--- src/design/m2cd_pkg.sv ---
`default_nettype none
// ----------------------------------------------------------------------------
// m2cd_pkg
// Shared types, constants and table functions of the MJD to date converter.
// ----------------------------------------------------------------------------
package m2cd_pkg;

  // first MJD handled: 1900-03-01
  localparam logic [15:0] MJD_FIRST_VALID = 16'd15079;

  // year': floor((100*mjd - Y_OFFSET) / Y_DIV)
  localparam int Y_SCALE  = 100;
  localparam int Y_OFFSET = 1507820;
  localparam int Y_DIV    = 36525;
  // reciprocal of Y_DIV at 2^Y_SHIFT, truncated; low by at most one
  localparam int Y_RECIP  = 229;
  localparam int Y_SHIFT  = 23;
  // floor(365.25*y) = floor(1461*y/4)
  localparam int Y_DAYS4  = 1461;

  localparam int DAY_BASE  = 14956;
  localparam int YEAR_BASE = 1900;

  // month': floor((10000*t - M_OFF) / M_NUM)
  localparam int M_NUM   = 306001;
  localparam int M_SCALE = 10000;
  localparam int M_OFF   = 1000;
  localparam int M_FIRST = 3;
  localparam int M_LAST  = 15;
  localparam int M_WRAP  = 12;

  typedef struct packed {
    logic        vld;
    logic        ok;
    logic [15:0] mjd;
    logic [23:0] utc;
  } m2cd_ctl_t;

  // smallest t with month' >= k
  function automatic logic [8:0] month_thr(input int k);
    month_thr = 9'((k * M_NUM + M_OFF + M_SCALE - 1) / M_SCALE);
  endfunction

  // floor(30.6001 * month') as a 16-entry table
  function automatic logic [8:0] month_days(input logic [3:0] mp);
    logic [8:0] r;
    r = '0;
    for (int i = 0; i < 16; i++) begin
      if (mp == 4'(i)) r = 9'((i * M_NUM) / M_SCALE);
    end
    month_days = r;
  endfunction

endpackage
`default_nettype wire

--- src/design/m2cd_year.sv ---
`default_nettype none
// ----------------------------------------------------------------------------
// m2cd_year
// Three pipeline stages computing year' = floor((100*mjd - 1507820)/36525).
// ----------------------------------------------------------------------------
module m2cd_year (
  input  wire                  clk,
  input  wire                  rst_n,
  input  wire                  in_vld,
  input  wire [15:0]           in_mjd,
  input  wire [23:0]           in_utc,
  output m2cd_pkg::m2cd_ctl_t  ctl_o,
  output logic [7:0]           yp_o
);

  m2cd_pkg::m2cd_ctl_t s1_ctl_r, s2_ctl_r, s3_ctl_r;
  logic [22:0] s1_n_r, s2_n_r;
  logic [7:0]  s2_q0_r, s3_yp_r;

  logic [22:0] n_nxt;
  logic [30:0] q_prod;
  logic [7:0]  q0_nxt;
  logic [23:0] q_back;
  logic [23:0] rem;
  logic [7:0]  yp_nxt;

  // garbage for early dates; masked at the output
  assign n_nxt  = 23'(24'(in_mjd) * 24'(m2cd_pkg::Y_SCALE) - 24'(m2cd_pkg::Y_OFFSET));
  assign q_prod = 31'(s1_n_r) * 31'(m2cd_pkg::Y_RECIP);
  assign q0_nxt = 8'(q_prod >> m2cd_pkg::Y_SHIFT);
  assign q_back = 24'(s2_q0_r) * 24'(m2cd_pkg::Y_DIV);
  assign rem    = 24'(s2_n_r) - q_back;
  assign yp_nxt = s2_q0_r + 8'(rem >= 24'(m2cd_pkg::Y_DIV));

  // only the valid bits are reset; data fields follow unconditionally
  always_ff @(posedge clk) begin
    if (!rst_n) begin
      s1_ctl_r.vld <= 1'b0;
      s2_ctl_r.vld <= 1'b0;
      s3_ctl_r.vld <= 1'b0;
    end else begin
      s1_ctl_r.vld <= in_vld;
      s2_ctl_r.vld <= s1_ctl_r.vld;
      s3_ctl_r.vld <= s2_ctl_r.vld;
    end

    s1_ctl_r.ok  <= in_mjd >= m2cd_pkg::MJD_FIRST_VALID;
    s1_ctl_r.mjd <= in_mjd;
    s1_ctl_r.utc <= in_utc;
    s1_n_r       <= n_nxt;

    s2_ctl_r.ok  <= s1_ctl_r.ok;
    s2_ctl_r.mjd <= s1_ctl_r.mjd;
    s2_ctl_r.utc <= s1_ctl_r.utc;
    s2_n_r       <= s1_n_r;
    s2_q0_r      <= q0_nxt;

    s3_ctl_r.ok  <= s2_ctl_r.ok;
    s3_ctl_r.mjd <= s2_ctl_r.mjd;
    s3_ctl_r.utc <= s2_ctl_r.utc;
    s3_yp_r      <= yp_nxt;
  end

  assign ctl_o = s3_ctl_r;
  assign yp_o  = s3_yp_r;

endmodule
`default_nettype wire

--- src/design/m2cd_month_day.sv ---
`default_nettype none
// ----------------------------------------------------------------------------
// m2cd_month_day
// Three pipeline stages: day offset in year, month' by threshold count,
// then day and the January/February correction.
// ----------------------------------------------------------------------------
module m2cd_month_day (
  input  wire                  clk,
  input  wire                  rst_n,
  input  wire m2cd_pkg::m2cd_ctl_t ctl_i,
  input  wire [7:0]            yp_i,
  output logic                 out_vld,
  output logic                 date_valid,
  output logic [10:0]          year,
  output logic [3:0]           month,
  output logic [4:0]           day,
  output logic [23:0]          utc
);

  m2cd_pkg::m2cd_ctl_t s4_ctl_r, s5_ctl_r;
  logic [7:0]  s4_yp_r, s5_yp_r;
  logic [8:0]  s4_t_r, s5_t_r;
  logic [3:0]  s5_mp_r;

  logic        s6_vld_r, s6_ok_r;
  logic [10:0] s6_year_r;
  logic [3:0]  s6_month_r;
  logic [4:0]  s6_day_r;
  logic [23:0] s6_utc_r;

  logic [17:0] yd_prod;
  logic [16:0] t_full;
  logic [3:0]  mp_nxt;
  logic        wrap;
  logic [8:0]  d_full;

  assign yd_prod = 18'(yp_i) * 18'(m2cd_pkg::Y_DAYS4);
  assign t_full  = 17'(ctl_i.mjd) - 17'(m2cd_pkg::DAY_BASE) - 17'(yd_prod[17:2]);

  // thresholds rise with k, so the count of passed ones is month'
  always_comb begin
    mp_nxt = 4'(m2cd_pkg::M_FIRST);
    for (int k = m2cd_pkg::M_FIRST + 1; k <= m2cd_pkg::M_LAST; k++) begin
      mp_nxt = mp_nxt + 4'(s4_t_r >= m2cd_pkg::month_thr(k));
    end
  end

  assign wrap   = (s5_mp_r == 4'(m2cd_pkg::M_LAST - 1)) || (s5_mp_r == 4'(m2cd_pkg::M_LAST));
  assign d_full = s5_t_r - m2cd_pkg::month_days(s5_mp_r);

  // only the valid bits are reset; data fields follow unconditionally
  always_ff @(posedge clk) begin
    if (!rst_n) begin
      s4_ctl_r.vld <= 1'b0;
      s5_ctl_r.vld <= 1'b0;
      s6_vld_r     <= 1'b0;
    end else begin
      s4_ctl_r.vld <= ctl_i.vld;
      s5_ctl_r.vld <= s4_ctl_r.vld;
      s6_vld_r     <= s5_ctl_r.vld;
    end

    s4_ctl_r.ok  <= ctl_i.ok;
    s4_ctl_r.mjd <= ctl_i.mjd;
    s4_ctl_r.utc <= ctl_i.utc;
    s4_yp_r      <= yp_i;
    s4_t_r       <= t_full[8:0];

    s5_ctl_r.ok  <= s4_ctl_r.ok;
    s5_ctl_r.mjd <= s4_ctl_r.mjd;
    s5_ctl_r.utc <= s4_ctl_r.utc;
    s5_yp_r      <= s4_yp_r;
    s5_t_r       <= s4_t_r;
    s5_mp_r      <= mp_nxt;

    s6_ok_r  <= s5_ctl_r.ok;
    s6_utc_r <= s5_ctl_r.utc;
    if (s5_ctl_r.ok) begin
      s6_year_r  <= 11'(s5_yp_r) + 11'(wrap) + 11'(m2cd_pkg::YEAR_BASE);
      s6_month_r <= s5_mp_r - 4'd1 - (wrap ? 4'(m2cd_pkg::M_WRAP) : 4'd0);
      s6_day_r   <= d_full[4:0];
    end else begin
      s6_year_r  <= '0;
      s6_month_r <= '0;
      s6_day_r   <= '0;
    end
  end

  assign out_vld    = s6_vld_r;
  assign date_valid = s6_ok_r;
  assign year       = s6_year_r;
  assign month      = s6_month_r;
  assign day        = s6_day_r;
  assign utc        = s6_utc_r;

endmodule
`default_nettype wire

--- src/design/mjd_to_calendar_date_core.sv ---
`default_nettype none
// ----------------------------------------------------------------------------
// mjd_to_calendar_date_core
// DVB 40-bit time stamp to calendar date with BCD time passthrough.
// ----------------------------------------------------------------------------
// Takes one time stamp per clock: busy is always low, so every start is a
// transfer. Each result appears on the out_ ports for one cycle with
// out_strobe high, at the end of the six-stage pipeline (three stages for
// the year division, three for month and day). Results cannot be held off;
// capture them when the strobe is seen. Dates before 1900-03-01 come back
// with out_date_valid low and zero date fields.
module mjd_to_calendar_date_core (
  input  wire         clk,
  input  wire         rst_n,
  input  wire         start,
  output logic        busy,
  input  wire  [15:0] in_mjd,
  input  wire  [23:0] in_utc_bcd,
  output logic        out_strobe,
  output logic        out_date_valid,
  output logic [10:0] out_year,
  output logic [3:0]  out_month,
  output logic [4:0]  out_day,
  output logic [7:0]  out_hour_bcd,
  output logic [7:0]  out_minute_bcd,
  output logic [7:0]  out_second_bcd
);

  m2cd_pkg::m2cd_ctl_t yr_ctl;
  logic [7:0]  yr_yp;
  logic        in_xfer;
  logic [23:0] out_utc;

  assign busy    = 1'b0;
  assign in_xfer = start && !busy;

  m2cd_year u_year (
    .clk    (clk),
    .rst_n  (rst_n),
    .in_vld (in_xfer),
    .in_mjd (in_mjd),
    .in_utc (in_utc_bcd),
    .ctl_o  (yr_ctl),
    .yp_o   (yr_yp)
  );

  m2cd_month_day u_month_day (
    .clk        (clk),
    .rst_n      (rst_n),
    .ctl_i      (yr_ctl),
    .yp_i       (yr_yp),
    .out_vld    (out_strobe),
    .date_valid (out_date_valid),
    .year       (out_year),
    .month      (out_month),
    .day        (out_day),
    .utc        (out_utc)
  );

  assign out_hour_bcd   = out_utc[23:16];
  assign out_minute_bcd = out_utc[15:8];
  assign out_second_bcd = out_utc[7:0];

  a_latency: assert property (@(posedge clk) disable iff (!rst_n)
    in_xfer |-> ##6 out_strobe)
    else $error("transfer did not produce a result after six cycles");

  a_date_range: assert property (@(posedge clk) disable iff (!rst_n)
    out_strobe && out_date_valid |->
      out_month >= 4'd1 && out_month <= 4'd12 && out_day >= 5'd1 &&
      out_year >= 11'd1900 && out_year <= 11'd2039)
    else $error("valid date out of range");

  a_early_zero: assert property (@(posedge clk) disable iff (!rst_n)
    out_strobe && !out_date_valid |->
      out_year == 11'd0 && out_month == 4'd0 && out_day == 5'd0)
    else $error("invalid date with nonzero fields");

  a_no_spurious: assert property (@(posedge clk) disable iff (!rst_n)
    out_strobe |-> $past(in_xfer, 6))
    else $error("result without a matching transfer");

endmodule
`default_nettype wire

--- config.mk ---
export PLATFORM = sky130hd
export DESIGN_NAME = mjd_to_calendar_date_core
export DESIGN_NICKNAME = d
export VERILOG_FILES = /design/src/design/m2cd_pkg.sv /design/src/design/m2cd_year.sv /design/src/design/m2cd_month_day.sv /design/src/design/mjd_to_calendar_date_core.sv
export SDC_FILE = /design/constraint.sdc
export NUM_CORES = 1
export LEC_CHECK = 0
export BUFFER_PORTS_ARGS = -buffer_cell sky130_fd_sc_hd__buf_4
export CAP_MARGIN = 5
export CORE_UTILIZATION = 56
export CTS_BUF_LIST = sky130_fd_sc_hd__clkbuf_8 sky130_fd_sc_hd__clkbuf_16
export DETAILED_ROUTE_END_ITERATION = 16
export GPL_ROUTABILITY_DRIVEN = 0
export PLACE_DENSITY = 0.87
export SETUP_SLACK_MARGIN = 0.3
export SYNTH_ARGS = -nofsm -noshare
export SYNTH_HDL_FRONTEND = slang
export SYNTH_SLANG_ARGS = --single-unit
export TNS_END_PERCENT = 100
--- constraint.sdc ---
create_clock -name clk -period 4.9 [get_ports clk]
set_input_delay 0.245 -clock clk [delete_from_list [all_inputs] [get_ports clk]]
set_output_delay 0.245 -clock clk [all_outputs]
set_load 0.02 [all_outputs]
==> results.txt, run 1 <==
For the total number of H-tree levels, the log shows 1. The final reports fail on setup timing. Of the available clock period, the critical path in the final layout requires 103%. In this run the worst hold path is classified as input port to flip-flop. For this run, global-route usage on met3 was measured as 3.75%. The critical path starts at u_year.s2_q0_r[0]. Across the run, the number of max-cap violations was 0. The prevailing post-synth register cell is sky130_fd_sc_hd__dfxtp_1. In this run the critical register-to-register path is captured at u_year.yp_o[2]. Setup repair after global routing could not meet its margin everywhere. The share of flip-flops with an asynchronous set or reset after synthesis works out to 0%. The flow ran to the end, but the final reports show violations. The critical path contains buffers and inverters numbering 5 combined. A synthesized cell averages 10.9 µm². Synthesis instantiated 60 different standard cells from the library. In the final routed layout, each cell accounts on average for 19.0 µm. Ranked by total cell area, the synthesized netlist is headed by sky130_fd_sc_hd__dfxtp_1 37%, sky130_fd_sc_hd__ha_1 20%, sky130_fd_sc_hd__fa_1 16%. The logs give 1 for the number of antenna violations at the first check in global routing and -168 ps for the worst setup slack after layout.

Headroom to the max-slew limit came out at 53.1%. The synthesis-to-layout area growth is 20.3%, and the number of warnings issued by yosys is 0. The die outline width is 172 µm, and the number of gates on the worst path with buffers counted is 20. The routed design has 39.7 mm of wire.

The total routing resource utilization after global routing was 26.0%; the largest fanout on the critical path was 6. The top cell type by total area after synthesis is sky130_fd_sc_hd__dfxtp_1. The number of instances in the placed design is 1986, and the number of nets in the final layout is 2120.

Counting flops and latches in the post-synthesis netlist gives 295. After the flow finishes, the layout carries non-filler instances totaling 2086. Global routing used 28.5% of the available met1 tracks. The via count is 11500, and the storage element area is 5940 µm².

The run gives 0 as the final-report hold violation count. Walking the worst path, the cells encountered are buf_4, fa_2, fa_1, inv_1, fa_1, inv_1, fa_1, inv_1, ha_4, a21o_1, a21oi_1, nor2b_1, a211o_4, a221oi_2, o2111a_1, nand3_2, ha_4, and2_4, buf_6, xnor2_2. The total overflow left after global routing is 0.

In this run the worst setup path terminates at u_year.yp_o[2]. The number of flops mapped to enable cells by yosys is 0. The worst setup path is captured at a flip-flop.

The logs give -170 ps for the setup slack on the worst flop-to-flop path and 21 for the maximum number of pins on one net before global-route repair. Clock tree synthesis inserted a total of 29 buffers. The tools report the number of global-route vias before repair as 12100. The stage delay of the slowest cell on the critical path was 540 ps; the residual DRC count was 0.

The number of fill cells was 1735. The family with the most delay on the worst path is adder cells. The cell sitting at the root of the clock tree is a sky130_fd_sc_hd__clkbuf_16. At the worst endpoint, the required time is 5360 ps.

Maximum buffer depth of the clock tree: 3. The placeable core area was 28100 µm². TritonCTS built the clock tree. The first-pass GRT wire length is 60.1 mm, and the number of nets with antenna violations after detailed routing is 0. The violation count after the first detailed-route iteration is 862, and the length of the first detailed-routing pass in iterations is 5.

For the number of rows in the core area, the log shows 61. The top achievable clock speed was 0.197 GHz. After clock tree synthesis, the clock-pin slew on the worst setup and hold paths is 70 ps. Share of layout cells above drive strength 1: 16.3%.

Data arrives at the worst endpoint at 5530 ps. The number of antenna diodes in the final layout is 0. Summing every instance area after synthesis gives 16200 µm².

Counting every net in the synthesized netlist gives 1921. The logic depth of the worst register-to-register path was 20. The synthesized design devotes to its leading area cell type 36.5% of total area. The count of buffers added on input and output ports is 88. The run gives 0 as the max-slew violation total from the final report.

Across the routed clock network, the largest skew measured is 22.4 ps. The clock net sink count was 295; the floorplan die area was 29600 µm². The critical path in this run is classified as flip-flop to flip-flop. Setup violations remaining at the end of the flow were counted as 7.

In the routed layout, each cell is associated on average with a via count of 5.54. The die extent in y came out at 172 µm. The slowest stage of the critical path belongs to the cell sky130_fd_sc_hd__fa_1. The worst path needs 5070 ps of the cycle, external delays included.

The initial utilization of the core area, before any placement, comes to 57.6%. The actual slew at the worst max-slew pin is 698 ps. The worst setup path is launched from a flip-flop.

The clock reaches the later pin of the worst-skew pair after 560 ps. Synthesis produced a netlist whose cell count is 1488. In this run the count of I/O pins placed on the die edge is 90. Summed over all nets, the half-perimeter wirelength after detailed placement is 23.9 mm. The tools report the beginning of the worst register-to-register path as u_year.s2_q0_r[0].

Global routing used 47.5% of the available met2 tracks. Summing the sequential cell areas from Yosys gives 36.5% of the chip area. Global-route layer with the greatest usage: met2. The multi-input logic area is 9490 µm².
==> through the flow <==
| step | utilization, % | hold WS (ps) | instance area [µm²] | setup WS, ps | setup TNS, ps |
|---|---|---|---|---|---|
| 2_1_floorplan | - | 273 | 16300 | 183 | 0 |
| 3_3_place_gp | 63.1 | 310 | 17700 | -183 | -740 |
| 3_5_place_dp | 63.1 | 312 | 17700 | -254 | -1180 |
| 4_1_cts | 68.6 | 119 | 19300 | -91.5 | -216 |
| 5_1_grt | 69.3 | 136 | 19500 | -260 | -1440 |
| 6_report | 69.3 | 124 | 19500 | -168 | -628 |
==> timing repair <==
action | CTS | global route
setup buffers | 7 | 5
pin swaps | 19 | 34
gates resized for setup | 26 | 39
endpoints found under the setup margin | 10 | 15
endpoints found under the hold margin | 42 | 0
hold buffers | 36 | 0
==> layer usage <==
metal  share of wire [%]  up-vias
met5               0.030        -
met4                 6.6        2
met3                 5.7      221
met2                  51      603
met1                  37     5477
li1                    -     5245
==> area by class of cell <==
type | instances | area share [%]
Sequential cell | 295 | 30.5
Tap cell | 378 | 2.43
Inverter | 280 | 5.45
Clock inverter | 18 | 1.21
Clock buffer | 34 | 4.08
Multi-Input combinational cell | 901 | 48.8
Timing Repair Buffer | 180 | 7.53
==> kinds of logic (layout without fill, tap and decap cells) <==
group                    after synthesis  count (layout)  synth area share, %
XOR/XNOR                              93              93                 5.04
other                                  1               1               0.0232
AO/OA/AOI/OAI                        210             210                 8.74
AND/OR/NAND/NOR                      203             203                 6.44
multiplexers                           4               4                0.248
flip-flops                           295             295                 36.5
buffers and inverters                292             512                 6.80
adder cells (fa/ha/maj)              390             390                 36.2
==> synth_stat cells (all sizes together), types with 2 or more instances <==
master and instances:
a2111o 2, a211o 4, a211oi 7, a21boi 5
a21o 29, a21oi 65, a221oi 7, a311oi 2
a31o 4, a31oi 3, and2 23, and3 10
and3b 2, clkbuf 11, dfxtp 295, fa 130
ha 260, inv 280, mux2i 4, nand2 39
nand2b 9, nand3 21, nand4 10, nor2 43
nor2b 16, nor3 17, nor4 5, o211ai 6
o21a 11, o21ai 37, o21bai 11, o22ai 3
o311ai 3, or2 2, or3 2, xnor2 65
xor2 28
==> worst min-delay path by stage <==
stage	start	to	slack [ps]	cells past startpoint
finish	in_mjd[15]	u_year.s1_ctl_r[40]	120	4
floorplan	in_utc_bcd[0]	u_year.s1_ctl_r[0]	270	0
global route	in_mjd[15]	u_year.s1_ctl_r[40]	140	4
global placement	u_year.s1_ctl_r[17]	u_year.s2_ctl_r[17]	310	0
detailed placement	u_year.ctl_o[18]	u_month_day.s4_ctl_r[18]	310	0
CTS	in_mjd[15]	u_year.s1_ctl_r[40]	120	4
==> worst register-to-register path, stage by stage, from the launching register on <==
cell and delay (ps):
sky130_fd_sc_hd__dfxtp_4 380, sky130_fd_sc_hd__buf_4 180, sky130_fd_sc_hd__fa_2 400, sky130_fd_sc_hd__fa_1 520, sky130_fd_sc_hd__inv_1 70, sky130_fd_sc_hd__fa_1 490, sky130_fd_sc_hd__inv_1 80, sky130_fd_sc_hd__fa_1 540
sky130_fd_sc_hd__inv_1 90, sky130_fd_sc_hd__ha_4 260, sky130_fd_sc_hd__a21o_1 150, sky130_fd_sc_hd__a21oi_1 130, sky130_fd_sc_hd__nor2b_1 70, sky130_fd_sc_hd__a211o_4 340, sky130_fd_sc_hd__a221oi_2 250, sky130_fd_sc_hd__o2111a_1 250
sky130_fd_sc_hd__nand3_2 130, sky130_fd_sc_hd__ha_4 200, sky130_fd_sc_hd__and2_4 150, sky130_fd_sc_hd__buf_6 120, sky130_fd_sc_hd__xnor2_2 180
==> sequential cells by signal (all words and copies together) (netlist names), 9 cells and up <==
name / count
u_year.ctl_o: 35
u_year.s1_ctl_r: 35
u_year.s2_ctl_r: 35
u_month_day.s4_ctl_r: 26
u_month_day.s5_ctl_r: 26
u_month_day.utc: 24
u_year.s1_n_r: 21
u_year.s2_n_r: 21
u_month_day.year: 11
u_month_day.s4_t_r: 9
==> cells in the final DEF, fill, tap and decap left out, types with 5 or more instances in the layout <==
| cell type | netlist | layout |
|---|---|---|
| sky130_fd_sc_hd__a211oi_1 | 7 | 7 |
| sky130_fd_sc_hd__a21boi_0 | 5 | 5 |
| sky130_fd_sc_hd__a21o_1 | 29 | 29 |
| sky130_fd_sc_hd__a21oi_1 | 63 | 54 |
| sky130_fd_sc_hd__a21oi_2 | 2 | 8 |
| sky130_fd_sc_hd__and2_1 | 23 | 22 |
| sky130_fd_sc_hd__and3_1 | 10 | 10 |
| sky130_fd_sc_hd__buf_4 | 1 | 140 |
| sky130_fd_sc_hd__clkbuf_16 | 0 | 29 |
| sky130_fd_sc_hd__clkbuf_8 | 0 | 5 |
| sky130_fd_sc_hd__dfxtp_1 | 295 | 278 |
| sky130_fd_sc_hd__dfxtp_2 | 0 | 10 |
| sky130_fd_sc_hd__dfxtp_4 | 0 | 7 |
| sky130_fd_sc_hd__dlygate4sd3_1 | 0 | 36 |
| sky130_fd_sc_hd__fa_1 | 130 | 129 |
| sky130_fd_sc_hd__ha_1 | 260 | 243 |
| sky130_fd_sc_hd__ha_4 | 0 | 13 |
| sky130_fd_sc_hd__inv_1 | 280 | 271 |
| sky130_fd_sc_hd__inv_2 | 0 | 10 |
| sky130_fd_sc_hd__nand2_1 | 39 | 38 |
| sky130_fd_sc_hd__nand2b_1 | 9 | 9 |
| sky130_fd_sc_hd__nand3_1 | 21 | 19 |
| sky130_fd_sc_hd__nand4_1 | 9 | 9 |
| sky130_fd_sc_hd__nor2_1 | 43 | 43 |
| sky130_fd_sc_hd__nor2b_1 | 16 | 16 |
| sky130_fd_sc_hd__nor3_1 | 16 | 16 |
| sky130_fd_sc_hd__o211ai_1 | 5 | 5 |
| sky130_fd_sc_hd__o21a_1 | 11 | 11 |
| sky130_fd_sc_hd__o21ai_0 | 37 | 33 |
| sky130_fd_sc_hd__o21bai_1 | 11 | 11 |
| sky130_fd_sc_hd__xnor2_1 | 65 | 63 |
| sky130_fd_sc_hd__xor2_1 | 28 | 27 |
Power of run 1 is not shown: default switching activity piles up to over one toggle a cycle in this logic, so the estimate is an artifact.
==> run 2: changes to the inputs <==
--- a/config.mk
+++ b/config.mk
@@ -11,6 +11,7 @@
 export CTS_BUF_LIST = sky130_fd_sc_hd__clkbuf_8 sky130_fd_sc_hd__clkbuf_16
 export DETAILED_ROUTE_END_ITERATION = 16
 export GPL_ROUTABILITY_DRIVEN = 0
+export HOLD_SLACK_MARGIN = 0.15
 export PLACE_DENSITY = 0.87
 export SETUP_SLACK_MARGIN = 0.3
 export SYNTH_ARGS = -nofsm -noshare
==> run 2 against run 1 <==
The run still ends with setup timing left. Final area increased by 0.10%. Sequential share of layout area about the same. Sequential cell count unchanged. Register-to-register slack got worse by 20 ps. Non-clock buffer count increased by 2. Wire length decreased by 0.16%. Global-route usage about the same. Via count about the same. Critical path type unchanged. Largest cell class unchanged. Highest routed layer unchanged.
==> results.txt, run 2 (synthesized netlist as in run 1, its figures left out) <==
The worst min-delay path category was input port to flip-flop (unchanged). The number of nets with antenna violations after detailed routing came out at 0 (unchanged). The design area came out at 19500 µm² (about the same). The clock net sink count was 295 (unchanged). CTS buffer count: 29 (unchanged). The run gives 28100 µm² (unchanged) as the placeable core area. Category of the most critical setup path: flip-flop to flip-flop (unchanged).

For the final hold slack, the log shows 315 ps (was 124 ps). The tools report the placed wire-length estimate after detailed placement as 23.9 mm (unchanged). The number of antenna violations at the first check in global routing is 1 (unchanged). Floorplan die area: 29600 µm² (unchanged). The root buffer selected by CTS was sky130_fd_sc_hd__clkbuf_16 (unchanged). The synthesis-to-layout area growth works out to 20.5% (was 20.3%). The logs give 1 (unchanged) for the total number of H-tree levels and 57.6% (unchanged) for the starting density of the core. The number of buffer and inverter instances along the worst setup path is 5 (unchanged). Commonest non-fill, non-tap cells in the layout: 278 x sky130_fd_sc_hd__dfxtp_1, 271 x sky130_fd_sc_hd__inv_1, 243 x sky130_fd_sc_hd__ha_1 (unchanged).

The stage delay of the slowest cell on the critical path is 540 ps (about the same), and the overall routed net length is 39.7 mm (about the same). For the max capacitance violation total, the log shows 0 (unchanged). The maximum buffer depth of the clock tree came out at 3 (unchanged). The share of the cycle needed by the critical path after routing was 104% (was 103%). The post-placement cell area came out at 17700 µm² (unchanged). Setup repair after global routing could not meet its margin everywhere.

The worst-case clock skew is 24.5 ps (was 22.4 ps). The logs give 5 (unchanged) for the length of the first detailed-routing pass in iterations and -184 ps (was -168 ps) for the worst setup slack after layout. The run gives 1986 (unchanged) as the number of instances in the placed design. Failing checks: setup timing (unchanged).

The number of global-route vias before repair came out at 12100 (about the same). Type of origin of the critical path: a flip-flop (unchanged). The logs give 560 ps (about the same) for the insertion delay to the later sink of the worst-skew pair and 0 (unchanged) for the residual DRC count. The via count was 11500 (about the same). For the violation count after the first detailed-route iteration, the log shows 804 (was 862). The run gives 69.4% (was 69.3%) as the share of the core filled with cells. The top achievable clock speed came out at 0.197 GHz (about the same). For the maximum number of pins on one net before global-route repair, the log shows 21 (unchanged). The die extent in y works out to 172 µm (unchanged). Cell-by-cell trace of the critical path: buf_4, fa_2, fa_1, inv_1, fa_1, inv_1, fa_1, inv_1, ha_4, a21o_1, a21oi_1, nor2b_1, a211o_4, a221oi_2, o2111a_1, nand3_2, ha_4, and2_4, buf_6, xnor2_2 (unchanged).

The final standard cell count with taps included and fillers excluded was 2088 (was 2086); the required arrival time at the worst endpoint was 5360 ps (about the same). The largest fanout on the critical path was 6 (unchanged); the share of layout cells above drive strength 1 was 16.3% (about the same). The logs give 53.1% (about the same) for the headroom to the max-slew limit and 90 (unchanged) for the number of top-level pins. The clock-pin slew of the registers on the worst-case setup and hold paths works out to 70 ps (about the same).

The total routing resource utilization after global routing was 26.0% (about the same). The run gives 0 (unchanged) as the max-slew violation total from the final report. The run gives 0 (unchanged) as the total overflow reported by the global router.

The run gives 5550 ps (was 5530 ps) as the arrival time of data at the critical path endpoint. The family with the most delay on the worst path was adder cells (unchanged). The first-pass GRT wire length is 60.1 mm (about the same). The flow ran to the end, but the final reports show violations.

Final routed wire length divided by cell count: 19.0 µm (about the same). The standard cell with the maximum stage delay on the critical path was sky130_fd_sc_hd__fa_1 (unchanged). The detail-routed via count per cell was 5.53 (was 5.54); the number of nets in the final layout was 2122 (was 2120). The tools report the type of element capturing the critical path as a flip-flop (unchanged). TritonCTS built the clock tree.

The number of antenna diodes was 0 (unchanged). The die outline width was 172 µm (unchanged). Actual slew at the worst max-slew pin: 698 ps (about the same). The number of buffers inserted by port buffering was 88 (unchanged).

Leading cell type in the layout, fill and taps excluded: sky130_fd_sc_hd__dfxtp_1 (unchanged). The logs give 7 (unchanged) for the total setup violations reported at the end of the flow and 0 (unchanged) for the final-report hold violation count. Time the final worst path needs with I/O delays and setup: 5080 ps (was 5070 ps).

For the number of rows in the core area, the log shows 61 (unchanged).
run 2: through the flow:
stage | worst slack, ps | setup TNS (ps)
detailed placement | -254 | -1180
global placement | -183 | -740
global route | -260 | -1440
finish | -184 | -763
floorplan | 183 | 0
CTS | -91.5 | -216
run 2: worst min-delay path: cells and delay by family:
kind	cells	cell delay [ps]
buffers and inverters	1	90
adder cells (fa/ha/maj)	1	160
XOR/XNOR	3	330
run 2: final cells by class:
type	count	area, µm²
repair buffers	182	1490
clock buffers	34	795
fillers	1733	8600
clock inverters	18	235
well taps	378	473
flip-flops and latches	295	5940
multi-input cells	901	9490
inverters	280	1060
run 2: what timing repair did:
action / in CTS / in global routing
gates cloned: 0 / 0
gates resized for setup: 26 / 39
setup buffers: 7 / 5
setup endpoints to repair: 10 / 15
pin swaps: 19 / 34
hold endpoints to repair: 44 / 0
hold buffers: 38 / 0
run 2: path summary, 6_finish.rpt:
check                                start                        to  cells after the start  slack [ps]
hold reg to reg   u_month_day.s4_ctl_r[20]  u_month_day.s5_ctl_r[20]                      0         320
setup reg to reg         u_year.s2_q0_r[0]            u_year.yp_o[2]                     20        -180
setup / recovery         u_year.s2_q0_r[0]            u_year.yp_o[2]                     20        -180
hold / removal                  in_mjd[14]         u_year.s1_n_r[22]                      5         310
run 2: layer usage:
metal,global-route usage (%),wire (µm)
met1,28.5,14600
met2,47.6,20300
met3,3.75,2170
met4,15.3,2620
met5,0,12
Power of run 2 is left out for the same reason.
